$ cat src/hw/rtl/sensor_health_monitor_unit_defines.svh
// Assertion macros used by the top block of the sensor health monitor.
`ifndef SENSOR_HEALTH_MONITOR_UNIT_DEFINES_SVH
`define SENSOR_HEALTH_MONITOR_UNIT_DEFINES_SVH

// Same-cycle implication, checked while out of reset.
`define SHM_ASSERT_NOW(lbl, clk, rst_n, ante, cons) \
    lbl: assert property (@(posedge clk) disable iff (!rst_n) (ante) |-> (cons)) \
        else $error("sensor health monitor: same-cycle check failed");

// Next-cycle implication, checked while out of reset.
`define SHM_ASSERT_NEXT(lbl, clk, rst_n, ante, cons) \
    lbl: assert property (@(posedge clk) disable iff (!rst_n) (ante) |=> (cons)) \
        else $error("sensor health monitor: next-cycle check failed");

`endif

$ cat src/hw/rtl/shm_pkg.sv
package shm_pkg;

    localparam int SENSOR_COUNT_DEF = 11;
    localparam int TIME_WIDTH_DEF   = 32;
    localparam int HYST_WIDTH       = 12;
    localparam int ID_WIDTH         = 4;
    localparam int TEMP_WIDTH       = 16;
    localparam int TIMEOUT_WIDTH    = 13;

    localparam logic [HYST_WIDTH-1:0] HYST_RESET = 12'd500;

    typedef enum logic [1:0] {
        REQ_SUCCESS = 2'd0,
        REQ_FAILURE = 2'd1,
        REQ_SWEEP   = 2'd2
    } req_kind_t;

    typedef enum logic [1:0] {
        HS_HEALTHY   = 2'd0,
        HS_WARNING   = 2'd1,
        HS_RECOVERY  = 2'd2,
        HS_PERMANENT = 2'd3
    } health_t;

    // Command handed from cell to cell; the time stamp travels beside it.
    typedef struct packed {
        logic [1:0]                   req;
        logic [ID_WIDTH-1:0]          sensor_id;
        logic signed [TEMP_WIDTH-1:0] temp;
    } cmd_t;

    typedef struct packed {
        logic [ID_WIDTH-1:0] sensor;
        logic [1:0]          state;
        logic [3:0]          rec_count;
        logic [7:0]          err_count;
        logic                cold;
        logic                enabled;
        logic                reset_req;
        logic                bad_id;
        logic                last;
    } res_t;

    function automatic logic [TIMEOUT_WIDTH-1:0] timeout_ms(input logic [ID_WIDTH-1:0] idx);
        logic [TIMEOUT_WIDTH-1:0] t;
        case (idx)
            4'd0:                t = 13'd100;
            4'd1:                t = 13'd500;
            4'd2:                t = 13'd1000;
            4'd3, 4'd4, 4'd5:    t = 13'd5000;
            default:             t = 13'd3000;
        endcase
        return t;
    endfunction

    function automatic logic [1:0] max_recoveries(input logic [ID_WIDTH-1:0] idx);
        logic [1:0] m;
        case (idx)
            4'd0, 4'd1, 4'd2, 4'd6, 4'd7, 4'd8: m = 2'd2;
            4'd3:                               m = 2'd3;
            default:                            m = 2'd1;
        endcase
        return m;
    endfunction

    function automatic logic signed [TEMP_WIDTH-1:0] cold_limit(input logic [ID_WIDTH-1:0] idx);
        logic signed [TEMP_WIDTH-1:0] m;
        case (idx)
            4'd4:    m = -16'sd1000;
            4'd5:    m = -16'sd500;
            4'd7:    m = -16'sd2000;
            4'd8:    m = -16'sd9000;
            default: m = -16'sd4000;
        endcase
        return m;
    endfunction

endpackage

$ cat src/hw/rtl/sensor_health_monitor_unit.sv
// A report's command walks the row of per-sensor cells; sensor k's cell gives its result,
// which is registered at the output. A sweep gives one result per cycle while the output is not
// stalled, in sensor order. A bad id's result is registered straight from the input. The row
// takes a new item only once the last one has left the last cell; a bad id or an unused
// code frees the input at once. Output stalls hold the whole row.
// Reset: all sensors healthy and enabled, counts and times zero, hysteresis 500.
`include "sensor_health_monitor_unit_defines.svh"

module sensor_health_monitor_unit #(
    parameter int SENSOR_COUNT = shm_pkg::SENSOR_COUNT_DEF,
    parameter int TIME_WIDTH   = shm_pkg::TIME_WIDTH_DEF
) (
    input  logic                                clk,
    input  logic                                rst_n,
    input  logic                                cfg_we,
    input  logic [shm_pkg::HYST_WIDTH-1:0]      cfg_data,
    input  logic                                in_valid,
    output logic                                in_ready,
    input  logic [1:0]                          req_type,
    input  logic [shm_pkg::ID_WIDTH-1:0]        sensor_id,
    input  logic [31:0]                         now_ms,
    input  logic signed [shm_pkg::TEMP_WIDTH-1:0] ext_temp,
    output logic                                out_valid,
    input  logic                                out_ready,
    output logic [shm_pkg::ID_WIDTH-1:0]        result_sensor,
    output logic [1:0]                          health_state,
    output logic [3:0]                          retry_count,
    output logic [7:0]                          fault_count,
    output logic                                cold_disabled,
    output logic                                sensor_enabled,
    output logic                                reset_request,
    output logic                                bad_id,
    output logic                                last_result
);

    logic [shm_pkg::HYST_WIDTH-1:0] hyst_reg;
    logic                           out_valid_reg, out_valid_next;
    shm_pkg::res_t                  res_reg, res_next;

    logic                           advance;
    logic                           in_accept;
    logic                           is_report;
    logic                           id_bad;
    logic                           enter;
    shm_pkg::cmd_t                  head_cmd;
    shm_pkg::res_t                  bad_res;
    shm_pkg::res_t                  cell_res_sel;

    logic [SENSOR_COUNT-1:0]        chain_valid;
    logic [SENSOR_COUNT-1:0]        cell_fire;
    shm_pkg::cmd_t                  chain_cmd [SENSOR_COUNT];
    logic [TIME_WIDTH-1:0]          chain_now [SENSOR_COUNT];
    shm_pkg::res_t                  cell_res  [SENSOR_COUNT];

    assign advance   = !out_valid_reg || out_ready;
    assign in_ready  = !(|chain_valid) && advance;
    assign in_accept = in_valid && in_ready;

    assign is_report = (req_type == shm_pkg::REQ_SUCCESS) || (req_type == shm_pkg::REQ_FAILURE);
    assign id_bad    = ({1'b0, sensor_id} >= 5'(SENSOR_COUNT));
    assign enter     = in_accept && ((is_report && !id_bad) || req_type == shm_pkg::REQ_SWEEP);

    assign head_cmd.req       = req_type;
    assign head_cmd.sensor_id = sensor_id;
    assign head_cmd.temp      = ext_temp;

    always_comb
    begin
        bad_res           = '0;
        bad_res.sensor    = sensor_id;
        bad_res.state     = shm_pkg::HS_PERMANENT;
        bad_res.bad_id    = 1'b1;
        bad_res.last      = 1'b1;
    end

    for (genvar i = 0; i < SENSOR_COUNT; i++)
    begin : g_cell
        shm_cell #(
            .IDX        (i),
            .IS_LAST    ((i == SENSOR_COUNT - 1) ? 1 : 0),
            .TIME_WIDTH (TIME_WIDTH)
        ) u_cell (
            .clk           (clk),
            .rst_n         (rst_n),
            .advance       (advance),
            .hyst          (hyst_reg),
            .cmd_in_valid  ((i == 0) ? enter : chain_valid[(i == 0) ? 0 : i - 1]),
            .cmd_in        ((i == 0) ? head_cmd : chain_cmd[(i == 0) ? 0 : i - 1]),
            .now_in        ((i == 0) ? now_ms[TIME_WIDTH-1:0] : chain_now[(i == 0) ? 0 : i - 1]),
            .cmd_out_valid (chain_valid[i]),
            .cmd_out       (chain_cmd[i]),
            .now_out       (chain_now[i]),
            .fire          (cell_fire[i]),
            .res           (cell_res[i])
        );
    end

    // At most one cell holds the command, so this selects its result.
    always_comb
    begin
        cell_res_sel = '0;
        for (int i = 0; i < SENSOR_COUNT; i++)
        begin
            if (cell_fire[i])
            begin
                cell_res_sel = cell_res[i];
            end
        end
    end

    always_comb
    begin
        out_valid_next = out_valid_reg;
        res_next       = res_reg;
        if (advance)
        begin
            out_valid_next = 1'b0;
            if (|cell_fire)
            begin
                out_valid_next = 1'b1;
                res_next       = cell_res_sel;
            end
            else if (in_accept && is_report && id_bad)
            begin
                out_valid_next = 1'b1;
                res_next       = bad_res;
            end
        end
    end

    always_ff @(posedge clk or negedge rst_n)
    begin
        if (!rst_n)
        begin
            hyst_reg      <= shm_pkg::HYST_RESET;
            out_valid_reg <= 1'b0;
        end
        else
        begin
            if (cfg_we)
            begin
                hyst_reg <= cfg_data;
            end
            out_valid_reg <= out_valid_next;
        end
    end

    always_ff @(posedge clk)
    begin
        res_reg <= res_next;
    end

    assign out_valid      = out_valid_reg;
    assign result_sensor  = res_reg.sensor;
    assign health_state   = res_reg.state;
    assign retry_count    = res_reg.rec_count;
    assign fault_count    = res_reg.err_count;
    assign cold_disabled  = res_reg.cold;
    assign sensor_enabled = res_reg.enabled;
    assign reset_request  = res_reg.reset_req;
    assign bad_id         = res_reg.bad_id;
    assign last_result    = res_reg.last;

    `SHM_ASSERT_NOW(a_one_item_in_row, clk, rst_n, 1'b1, $onehot0(chain_valid))
    `SHM_ASSERT_NOW(a_one_cell_fires, clk, rst_n, 1'b1, $onehot0(cell_fire))
    `SHM_ASSERT_NEXT(a_sweep_enters_row, clk, rst_n,
        in_accept && req_type == shm_pkg::REQ_SWEEP, chain_valid[0])
    `SHM_ASSERT_NEXT(a_bad_id_answers, clk, rst_n,
        in_accept && is_report && id_bad, out_valid_reg && res_reg.bad_id)

endmodule

$ cat src/hw/rtl/shm_cell.sv
module shm_cell #(
    parameter int IDX        = 0,
    parameter int IS_LAST    = 0,
    parameter int TIME_WIDTH = shm_pkg::TIME_WIDTH_DEF
) (
    input  logic                              clk,
    input  logic                              rst_n,
    input  logic                              advance,
    input  logic [shm_pkg::HYST_WIDTH-1:0]    hyst,
    input  logic                              cmd_in_valid,
    input  shm_pkg::cmd_t                     cmd_in,
    input  logic [TIME_WIDTH-1:0]             now_in,
    output logic                              cmd_out_valid,
    output shm_pkg::cmd_t                     cmd_out,
    output logic [TIME_WIDTH-1:0]             now_out,
    output logic                              fire,
    output shm_pkg::res_t                     res
);

    localparam logic [shm_pkg::ID_WIDTH-1:0] MyId = shm_pkg::ID_WIDTH'(IDX);
    localparam logic [shm_pkg::TIMEOUT_WIDTH-1:0] Timeout = shm_pkg::timeout_ms(MyId);
    localparam logic [1:0] MaxRec = shm_pkg::max_recoveries(MyId);
    localparam logic signed [shm_pkg::TEMP_WIDTH-1:0] MinT = shm_pkg::cold_limit(MyId);

    logic                  valid_reg;
    shm_pkg::cmd_t         cmd_reg;
    logic [TIME_WIDTH-1:0] now_reg;

    logic [1:0]            state_reg, state_next;
    logic [3:0]            rec_reg, rec_next;
    logic [7:0]            err_reg, err_next;
    logic [TIME_WIDTH-1:0] lgt_reg, lgt_next;
    logic                  en_reg, en_next;
    logic                  cold_reg, cold_next;

    logic                  is_sweep;
    logic                  hit;
    logic                  reset_req;
    logic                  too_cold;
    logic                  warm_again;
    logic                  timed_out;
    logic signed [17:0]    warm_thr;
    logic [TIME_WIDTH-1:0] elapsed;
    logic [3:0]            rec_inc;

    assign is_sweep = (cmd_reg.req == shm_pkg::REQ_SWEEP);
    assign hit      = valid_reg && (is_sweep || (cmd_reg.sensor_id == MyId));
    assign fire     = hit && advance;

    assign warm_thr   = 18'(MinT) + $signed({6'b0, hyst});
    assign too_cold   = (cmd_reg.temp < MinT);
    assign warm_again = (18'(cmd_reg.temp) > warm_thr);
    assign elapsed    = now_reg - lgt_reg;
    assign timed_out  = (elapsed > TIME_WIDTH'(Timeout));
    assign rec_inc    = (rec_reg == 4'hF) ? rec_reg : rec_reg + 4'd1;

    always_comb
    begin
        state_next = state_reg;
        rec_next   = rec_reg;
        err_next   = err_reg;
        lgt_next   = lgt_reg;
        en_next    = en_reg;
        cold_next  = cold_reg;
        reset_req  = 1'b0;
        if (is_sweep)
        begin
            if (too_cold && !cold_reg)
            begin
                cold_next  = 1'b1;
                en_next    = 1'b0;
                state_next = shm_pkg::HS_WARNING;
            end
            else if (cold_reg && warm_again)
            begin
                cold_next  = 1'b0;
                en_next    = 1'b1;
                rec_next   = 4'd0;
                lgt_next   = now_reg;
                state_next = shm_pkg::HS_RECOVERY;
                reset_req  = 1'b1;
            end
            else if (en_reg && state_reg != shm_pkg::HS_PERMANENT && timed_out)
            begin
                lgt_next   = now_reg;
                rec_next   = rec_inc;
                state_next = (rec_inc >= {2'b00, MaxRec}) ? shm_pkg::HS_PERMANENT
                                                          : shm_pkg::HS_RECOVERY;
                reset_req  = 1'b1;
            end
        end
        else if (cmd_reg.req == shm_pkg::REQ_SUCCESS)
        begin
            lgt_next = now_reg;
            err_next = 8'd0;
            if (state_reg == shm_pkg::HS_WARNING || state_reg == shm_pkg::HS_RECOVERY)
            begin
                state_next = shm_pkg::HS_HEALTHY;
                rec_next   = 4'd0;
            end
        end
        else if (err_reg != 8'hFF)
        begin
            err_next = err_reg + 8'd1;
        end
    end

    always_comb
    begin
        res.sensor    = MyId;
        res.state     = state_next;
        res.rec_count = rec_next;
        res.err_count = err_next;
        res.cold      = cold_next;
        res.enabled   = en_next;
        res.reset_req = reset_req;
        res.bad_id    = 1'b0;
        // A report ends at its own cell; a sweep ends at the last cell.
        res.last      = !is_sweep || (IS_LAST != 0);
    end

    always_ff @(posedge clk or negedge rst_n)
    begin
        if (!rst_n)
        begin
            valid_reg <= 1'b0;
            state_reg <= shm_pkg::HS_HEALTHY;
            rec_reg   <= 4'd0;
            err_reg   <= 8'd0;
            lgt_reg   <= '0;
            en_reg    <= 1'b1;
            cold_reg  <= 1'b0;
        end
        else if (advance)
        begin
            valid_reg <= cmd_in_valid;
            if (hit)
            begin
                state_reg <= state_next;
                rec_reg   <= rec_next;
                err_reg   <= err_next;
                lgt_reg   <= lgt_next;
                en_reg    <= en_next;
                cold_reg  <= cold_next;
            end
        end
    end

    always_ff @(posedge clk)
    begin
        if (advance)
        begin
            cmd_reg <= cmd_in;
            now_reg <= now_in;
        end
    end

    assign cmd_out_valid = valid_reg;
    assign cmd_out       = cmd_reg;
    assign now_out       = now_reg;

endmodule
$ cat config.mk
export PLATFORM = sky130hd
export DESIGN_NAME = sensor_health_monitor_unit
export DESIGN_NICKNAME = d
export VERILOG_FILES = /design/src/hw/rtl/shm_pkg.sv /design/src/hw/rtl/sensor_health_monitor_unit.sv /design/src/hw/rtl/shm_cell.sv
export VERILOG_INCLUDE_DIRS = /design/src /design/src/hw/rtl
export SDC_FILE = /design/constraint.sdc
export NUM_CORES = 2
export LEC_CHECK = 0
export ABC_AREA = 1
export BUFFER_PORTS_ARGS = -buffer_cell sky130_fd_sc_hd__buf_2
export CAP_MARGIN = 0
export CORE_ASPECT_RATIO = 1.5
export CORE_MARGIN = 3
export CORE_UTILIZATION = 45
export DETAILED_ROUTE_END_ITERATION = 10
export GPL_TIMING_DRIVEN = 0
export PLACE_DENSITY = 0.69
export SYNTH_ARGS = -nofsm -noshare
export SYNTH_HDL_FRONTEND = slang
export SYNTH_SLANG_ARGS = --single-unit
$ cat constraint.sdc
create_clock -name clk -period 48.3 [get_ports clk]
set_clock_uncertainty 0.05 [all_clocks]
set_input_delay 2.415 -clock clk [delete_from_list [all_inputs] [get_ports clk]]
set_output_delay 2.415 -clock clk [all_outputs]
set_load 0.01 [all_outputs]
## Yosys cells after proc, flatten, opt, wreduce, memory -nomap -nowiden

Index checks and enable logic that the tools add are counted.

- Input port bits: 71
- Bits in read-only memories: 0
- Output and inout bits: 25
- Memories kept: 0
- Memory bits (writable): 0
- Flip-flop bits (word level): 1169
- Bits in latches: 0

- Reductions and logical operators: 171
- Bitwise logic cells: 0
- Shift operators: 0
- Multipliers: 0
- Muxes and demuxes: 367
- Eq/ne operators: 100
- $add $sub $neg: 38
- Divide/modulo/power cells: 0
- Magnitude comparators: 45

Operator list:

| operator | number |
|---|---|
| two-way mux 32 bit | 55 |
| subtractor 32 bit | 11 |
| two-way mux 4 bit | 77 |
| two-way mux 23 bit | 12 |
| two-way mux 8 bit | 33 |
| greater-than comparator 16 x 14 -> 1 bit | 10 |
| greater-than comparator 32 x 12 -> 1 bit, second input constant | 5 |
| two-way mux 2 bit | 66 |
| two-way mux 1 bit | 123 |
| less-than comparator 16 x 13 -> 1 bit, second input constant | 7 |
| greater-than comparator 32 x 13 -> 1 bit, second input constant | 3 |
| adder 8 x 1 -> 8 bit, second input constant | 11 |
| inequality test 8 bit, second input constant | 11 |
| logical AND 1 bit | 72 |
| == test 4 bit, second input constant | 14 |
| AND reduction 5 bit | 11 |
| == test 2 bit, second input constant | 23 |
| adder 4 x 1 -> 4 bit, second input constant | 11 |
| inequality test 2 bit, second input constant | 22 |
| inequality test 3 bit, second input constant | 11 |
| greater-than comparator 32 x 10 -> 1 bit, second input constant | 1 |
| greater-than comparator 32 x 7 -> 1 bit, second input constant | 1 |
| greater-than comparator 32 x 9 -> 1 bit, second input constant | 1 |
| greater-or-equal comparator 4 x 2 -> 1 bit, second input constant | 7 |
| other kinds (24) | 123 |

## Logic depth before layout (Yosys ltp)

- Depth after elaboration: 20
- Mapped depth: 33
- Depth with buffers taken out: 33

## By module

Synthesis repeated with hierarchy kept, for this count alone.

- Cell total of the unflattened synthesis: 12275
- Area total of the unflattened synthesis: 87411.3 µm²

By module, submodules not included:

| module | area an instance (µm²) | instances | cells each |
|---|---|---|---|
| shm_cell (g_cell[8].u_cell) | 7837.5 | 1 | 1112 |
| shm_cell (g_cell[9].u_cell) | 7742.4 | 1 | 1083 |
| shm_cell (g_cell[4].u_cell) | 7673.6 | 1 | 1050 |
| shm_cell (g_cell[5].u_cell) | 7671.1 | 1 | 1055 |
| shm_cell (g_cell[10].u_cell) | 7669.9 | 1 | 1084 |
| shm_cell (g_cell[7].u_cell) | 7563.5 | 1 | 1070 |
| shm_cell (g_cell[2].u_cell) | 7539.7 | 1 | 1069 |
| shm_cell (g_cell[1].u_cell) | 7531.0 | 1 | 1027 |
| shm_cell (g_cell[0].u_cell) | 7511.0 | 1 | 1000 |
| shm_cell (g_cell[3].u_cell) | 7392.1 | 1 | 1016 |
| shm_cell (g_cell[6].u_cell) | 7240.7 | 1 | 997 |
| sensor_health_monitor_unit | 4038.9 | 1 | 712 |

## Worst setup path before layout

Ideal clock, no wire load.

- Path type: input-to-reg
- Start: in out_ready
- End: reg g_cell[10].u_cell.valid_reg
- Arrival: 19374 ps
- Path slack: 28021 ps
- Path buffers: 2
- Stages on the path: 5
- Data required time: 47394 ps
- Path through: nor2_1 > buf_2 > inv_1 > clkbuf_1 > o21ai_0

- Longest elaborated chain between the ends: 1

RTL lines:

| element | line | RTL |
|---|---|---|
| from (decl) | sensor_health_monitor_unit.sv:24 | `input logic out_ready,` |
| logical OR 1 bit | sensor_health_monitor_unit.sv:55 | `assign advance = !out_valid_reg \|\| out_ready;` |
| to (signal assigned) | shm_cell.sv:136 | `valid_reg <= cmd_in_valid;` |
| to (decl) | shm_cell.sv:25 | `logic valid_reg;` |

No other way between the ends.
A chain may end at the register's enable or synchronous reset.

## Final worst setup path

- Start: reg hyst_reg[5] (netlist bit)
- End: reg res_reg, in the netlist retry_count[1] (data pin)

- Longest elaborated chain between the ends: 18

RTL lines:

| element | line | RTL |
|---|---|---|
| from (decl) | sensor_health_monitor_unit.sv:36 | `logic [shm_pkg::HYST_WIDTH-1:0] hyst_reg;` |
| from (signal assigned) | sensor_health_monitor_unit.sv:135 | `hyst_reg <= shm_pkg::HYST_RESET;` |
| from (signal assigned) | sensor_health_monitor_unit.sv:142 | `hyst_reg <= cfg_data;` |
| adder 13 x 13 -> 14 bit | shm_cell.sv:50 | `assign warm_thr = 18'(MinT) + $signed({6'b0, hyst});` |
| greater-than comparator 16 x 14 -> 1 bit | shm_cell.sv:52 | `assign warm_again = (18'(cmd_reg.temp) > warm_thr);` |
| logical AND 1 bit | shm_cell.sv:74 | `else if (cold_reg && warm_again)` |
| two-way mux 4 bit | shm_cell.sv:74 |  |
| two-way mux 4 bit | shm_cell.sv:68 | `if (too_cold && !cold_reg)` |
| two-way mux 4 bit | shm_cell.sv:66 | `if (is_sweep)` |
| two-way mux 19 bit | sensor_health_monitor_unit.sv:104 | `if (cell_fire[i])` |
| two-way mux 23 bit (9 in series) | sensor_health_monitor_unit.sv:104 |  |
| two-way mux 23 bit * | sensor_health_monitor_unit.sv:104 |  |
| two-way mux 23 bit * | sensor_health_monitor_unit.sv:118 | `if (\|cell_fire)` |
| to (signal assigned) | sensor_health_monitor_unit.sv:150 | `res_reg <= res_next;` |
| to (decl) | sensor_health_monitor_unit.sv:38 | `shm_pkg::res_t res_reg, res_next;` |

Every way passes the cells marked *; elsewhere a longest branch is shown, timed or not.

==> impl_metrics.json <==
{
  "status": "finished, final reports clean",
  "cts.repair_timing.setup_buffer_count": 0,
  "drt-pass1-iter-count": 9,
  "slew_headroom_pct": 17.0,
  "drive_above_1_share_pct": 4.33,
  "seq_power_share_pct": 31.3,
  "placedInstanceArea_um2": 80600,
  "placement.setup.worst_slack_ns": 41.10,
  "detailroute.via_count": 68200,
  "core_region_area_um2": 169000,
  "die-width_um": 343,
  "tritoncts.num_buffers": 118,
  "vias_in_the_first_global_route": 68500,
  "cp-start-kind": "flip-flop",
  "mappedNetlistArea_um2": 76800,
  "ys_top_cells_by_area": "edfxtp_1 24%, dfrtp_1 17%, nand2_1 12%",
  "report.power.total_mw": 6.39,
  "cts_tree": "yes",
  "syn-instance-count": 10000,
  "yosysWarningCount": 0,
  "grt.total_usage_pct": 27.7,
  "layout_setup_ws_ns": 41.57,
  "grtUsageMet3_pct": 2.77,
  "cp_max_fo": 15,
  "globalRouteMet2Util_pct": 51.3,
  "grt_pass1_wl_mm": 377,
  "post_synth.cell_area_avg_um2": 7.67,
  "synthArstFlopShare_pct": 47.2,
  "yosys.area.top_type": "edfxtp_1",
  "pin_count_of_the_biggest_net_entering_global_routing": 111,
  "tightestPinTransition_ns": 1.24,
  "worstHoldPathType": "reg2reg",
  "clockBufferDepth": 3,
  "start_util_pct": 45.3,
  "grt.met1_usage_pct": 27.1,
  "rsz0062_at_grt": "no",
  "setup.worst_path.end_class": "flip-flop",
  "detail_route.wl_per_cell_um": 19.5,
  "cts.clk_slew.worst_paths_ns": 0.07,
  "critPathRequiredTime_ns": 48.70,
  "post_cts.resized_instances": 0,
  "longest_individual_stage_delay_on_the_worst_path_ns": 0.96,
  "number_of_flops_mapped_to_enable_cells_by_yosys": 617,
  "finish.net_count": 10900,
  "antenna_found_initial": 21,
  "irDropWorstVdd_v": 0.0000410,
  "setup_viol": 0,
  "rows": 185,
  "power.share.combinational_pct": 53.1,
  "final_period_minus_worst_setup_slack_ns": 6.73,
  "arrival_ns": 7.13,
  "worst_path_slowest_cell": "xnor2_1",
  "mappedNetlistNets": 10700,
  "drv.max_cap_violation_count": 0,
  "route.final.wire_length_mm": 246,
  "share_clk_of_total_power_pct": 15.6,
  "worst_r2r_path_depth": 23,
  "synthDistinctLibCells": 68,
  "synth_top_flop_cell": "edfxtp_1",
  "fp.dieH_um": 512,
  "number_of_antenna_violating_nets_in_the_routed_design": 0,
  "yosys.area.top_type_share_pct": 24.1,
  "remaining_drc_errors": 0,
  "globalRouteOverflowTotal": 0,
  "clock_insertion_delay_worst_skew_ns": 0.79,
  "endpoint": "retry_count[1]$_SDFFCE_PP0P_",
  "layout.core_utilization_pct": 50.1,
  "i_o_pin_total": 96,
  "synth.cells.most_frequent": "2418 x nand2_1, 1632 x inv_1, 1105 x nor2_1, 860 x a21oi_1, 617 x edfxtp_1",
  "worst_r2r_endpoint": "retry_count[1]$_SDFFCE_PP0P_",
  "finalNonFillerCells": 12600,
  "crit_start": "hyst_reg[5]$_DFFE_PN1P_",
  "routabilityCongestion": 0.988,
  "static-leakage-power_nw": 41.9,
  "max_freq_mhz": 149,
  "cell_internal_pwr_mw": 3.31,
  "cts.hold.buffers_added": 0,
  "crit-reg2reg-launch": "hyst_reg[5]$_DFFE_PN1P_",
  "p_switching_mw": 3.08,
  "timing.critical_path.mode_cell": "nand3_1",
  "crit_path_cell_trace": "inv_1, ha_1, inv_1, nand2_1, nor2_2, buf_8, ha_1, a21oi_1, nor2_1, a211oi_1, o211ai_1, xnor2_1, nand3_1, nand2_1, nor2_1, o211ai_1, o21ai_0, nand2_1, nand3_1, o21ai_0, nand3_1, o21ai_0, nand3_1",
  "ff2ff_setup_slack_ns": 41.57,
  "p_r_area_growth_vs_syn_pct": 10.4,
  "port_buffers": 95,
  "die-area_um2": 176000,
  "final-max-slew-violation-count": 0,
  "hpwlAfterDp_mm": 201,
  "final_standard_cell_area_without_fillers_um2": 84800,
  "viasPerCell": 5.40,
  "placed_cells_incl_taps": 12400,
  "report.final.hold_viol_count": 0,
  "register_area_share_after_synthesis_pct": 42.1,
  "fin_setup_tns_ns": 0,
  "clk_root_buffer_cell": "clkbuf_16",
  "power.density_cell_area_nw_per_um2": 75.3,
  "globalRoute.busiestLayer": "met2",
  "initialDrtViolationCount": 4349,
  "cts_num_sinks": 1169,
  "setup.worst_path.class": "reg2reg",
  "final_min_period_over_clock_period_pct": 13.9,
  "synth-seq-cells": 1169,
  "htreeDepth": 3,
  "power.switching_fraction_pct": 48.2,
  "yosysMostFrequentCell": "nand2_1",
  "whs_ns": 0.394
}
worst max-delay path: cells and delay by family (launching register included):
kind	cells	cell delay (ns)
XOR/XNOR	1	0.96
AO/OA/AOI/OAI	7	1.67
adder cells (fa/ha/maj)	2	0.54
AND/OR/NAND/NOR	10	1.90
buffers and inverters	3	0.48
flip-flops	1	0.79
final cells by class:
cell class / count / area [um2]
clock inverters: 83 / 1000
plain buffers: 119 / 567
well taps: 2244 / 2810
repair buffers: 116 / 951
diodes: 19 / 47.5
multi-input cells: 7076 / 37700
clock buffers: 143 / 3180
inverters: 1647 / 6180
flip-flops and latches: 1169 / 32400
fillers: 16500 / 84600
power by group through the flow:
stage	Clock, mW	Combinational, mW	Sequential [mW]
after detailed placement	0	3.35	2.02
after floorplan	0	2.47	1.90
after global routing	1.05	3.85	2.04
final	0.997	3.39	2.00
after global placement	0	3.27	2.13
after CTS	1.02	3.37	2.00
kinds of logic (layout without fill, tap and decap cells):
family | after synthesis | after routing | share of synthesized area, %
AO/OA/AOI/OAI | 1756 | 1756 | 12.6
flip-flops | 1169 | 1169 | 42.1
buffers and inverters | 1766 | 2108 | 8.78
multiplexers | 11 | 11 | 0.161
AND/OR/NAND/NOR | 4540 | 4540 | 24.5
other | 0 | 19 | 0
XOR/XNOR | 179 | 179 | 2.04
adder cells (fa/ha/maj) | 590 | 590 | 9.72
worst min path at each step:
stage / endpoint / cells past startpoint / slack (ns) / from
floorplan: g_cell[2].u_cell.cmd_out[16]$_DFFE_PN_ / 0 / 0.37 / g_cell[1].u_cell.cmd_out[16]$_DFFE_PN_
global placement: g_cell[3].u_cell.cmd_out[17]$_DFFE_PN_ / 0 / 0.38 / g_cell[2].u_cell.cmd_out[17]$_DFFE_PN_
detailed placement: g_cell[3].u_cell.cmd_out[17]$_DFFE_PN_ / 0 / 0.38 / g_cell[2].u_cell.cmd_out[17]$_DFFE_PN_
CTS: g_cell[9].u_cell.cmd_out[16]$_DFFE_PN_ / 0 / 0.39 / g_cell[8].u_cell.cmd_out[16]$_DFFE_PN_
global route: g_cell[9].u_cell.cmd_out[16]$_DFFE_PN_ / 0 / 0.40 / g_cell[8].u_cell.cmd_out[16]$_DFFE_PN_
finish: g_cell[5].u_cell.cmd_out[19]$_DFFE_PN_ / 0 / 0.39 / g_cell[4].u_cell.cmd_out[19]$_DFFE_PN_
placed cells by master, fill, tap and decap left out, drive strengths merged, types with 73 or more instances in the layout:
master / instances
nand2: 2421
inv: 1646
nor2: 1105
a21oi: 862
edfxtp: 617
ha: 579
nand3: 568
o21ai: 553
dfrtp: 535
clkbuf: 204
buf: 174
nand4: 158
nor3: 136
xor2: 118
o211ai: 73
layer usage:
layer | vias to the layer above | part of all wire [%]
met5 | - | 0
met1 | 32000 | 34
met3 | 761 | 3.6
met2 | 1820 | 52
met4 | 0 | 10
li1 | 33600 | -
No activity file was read; power rests on OpenSTA's default activity.
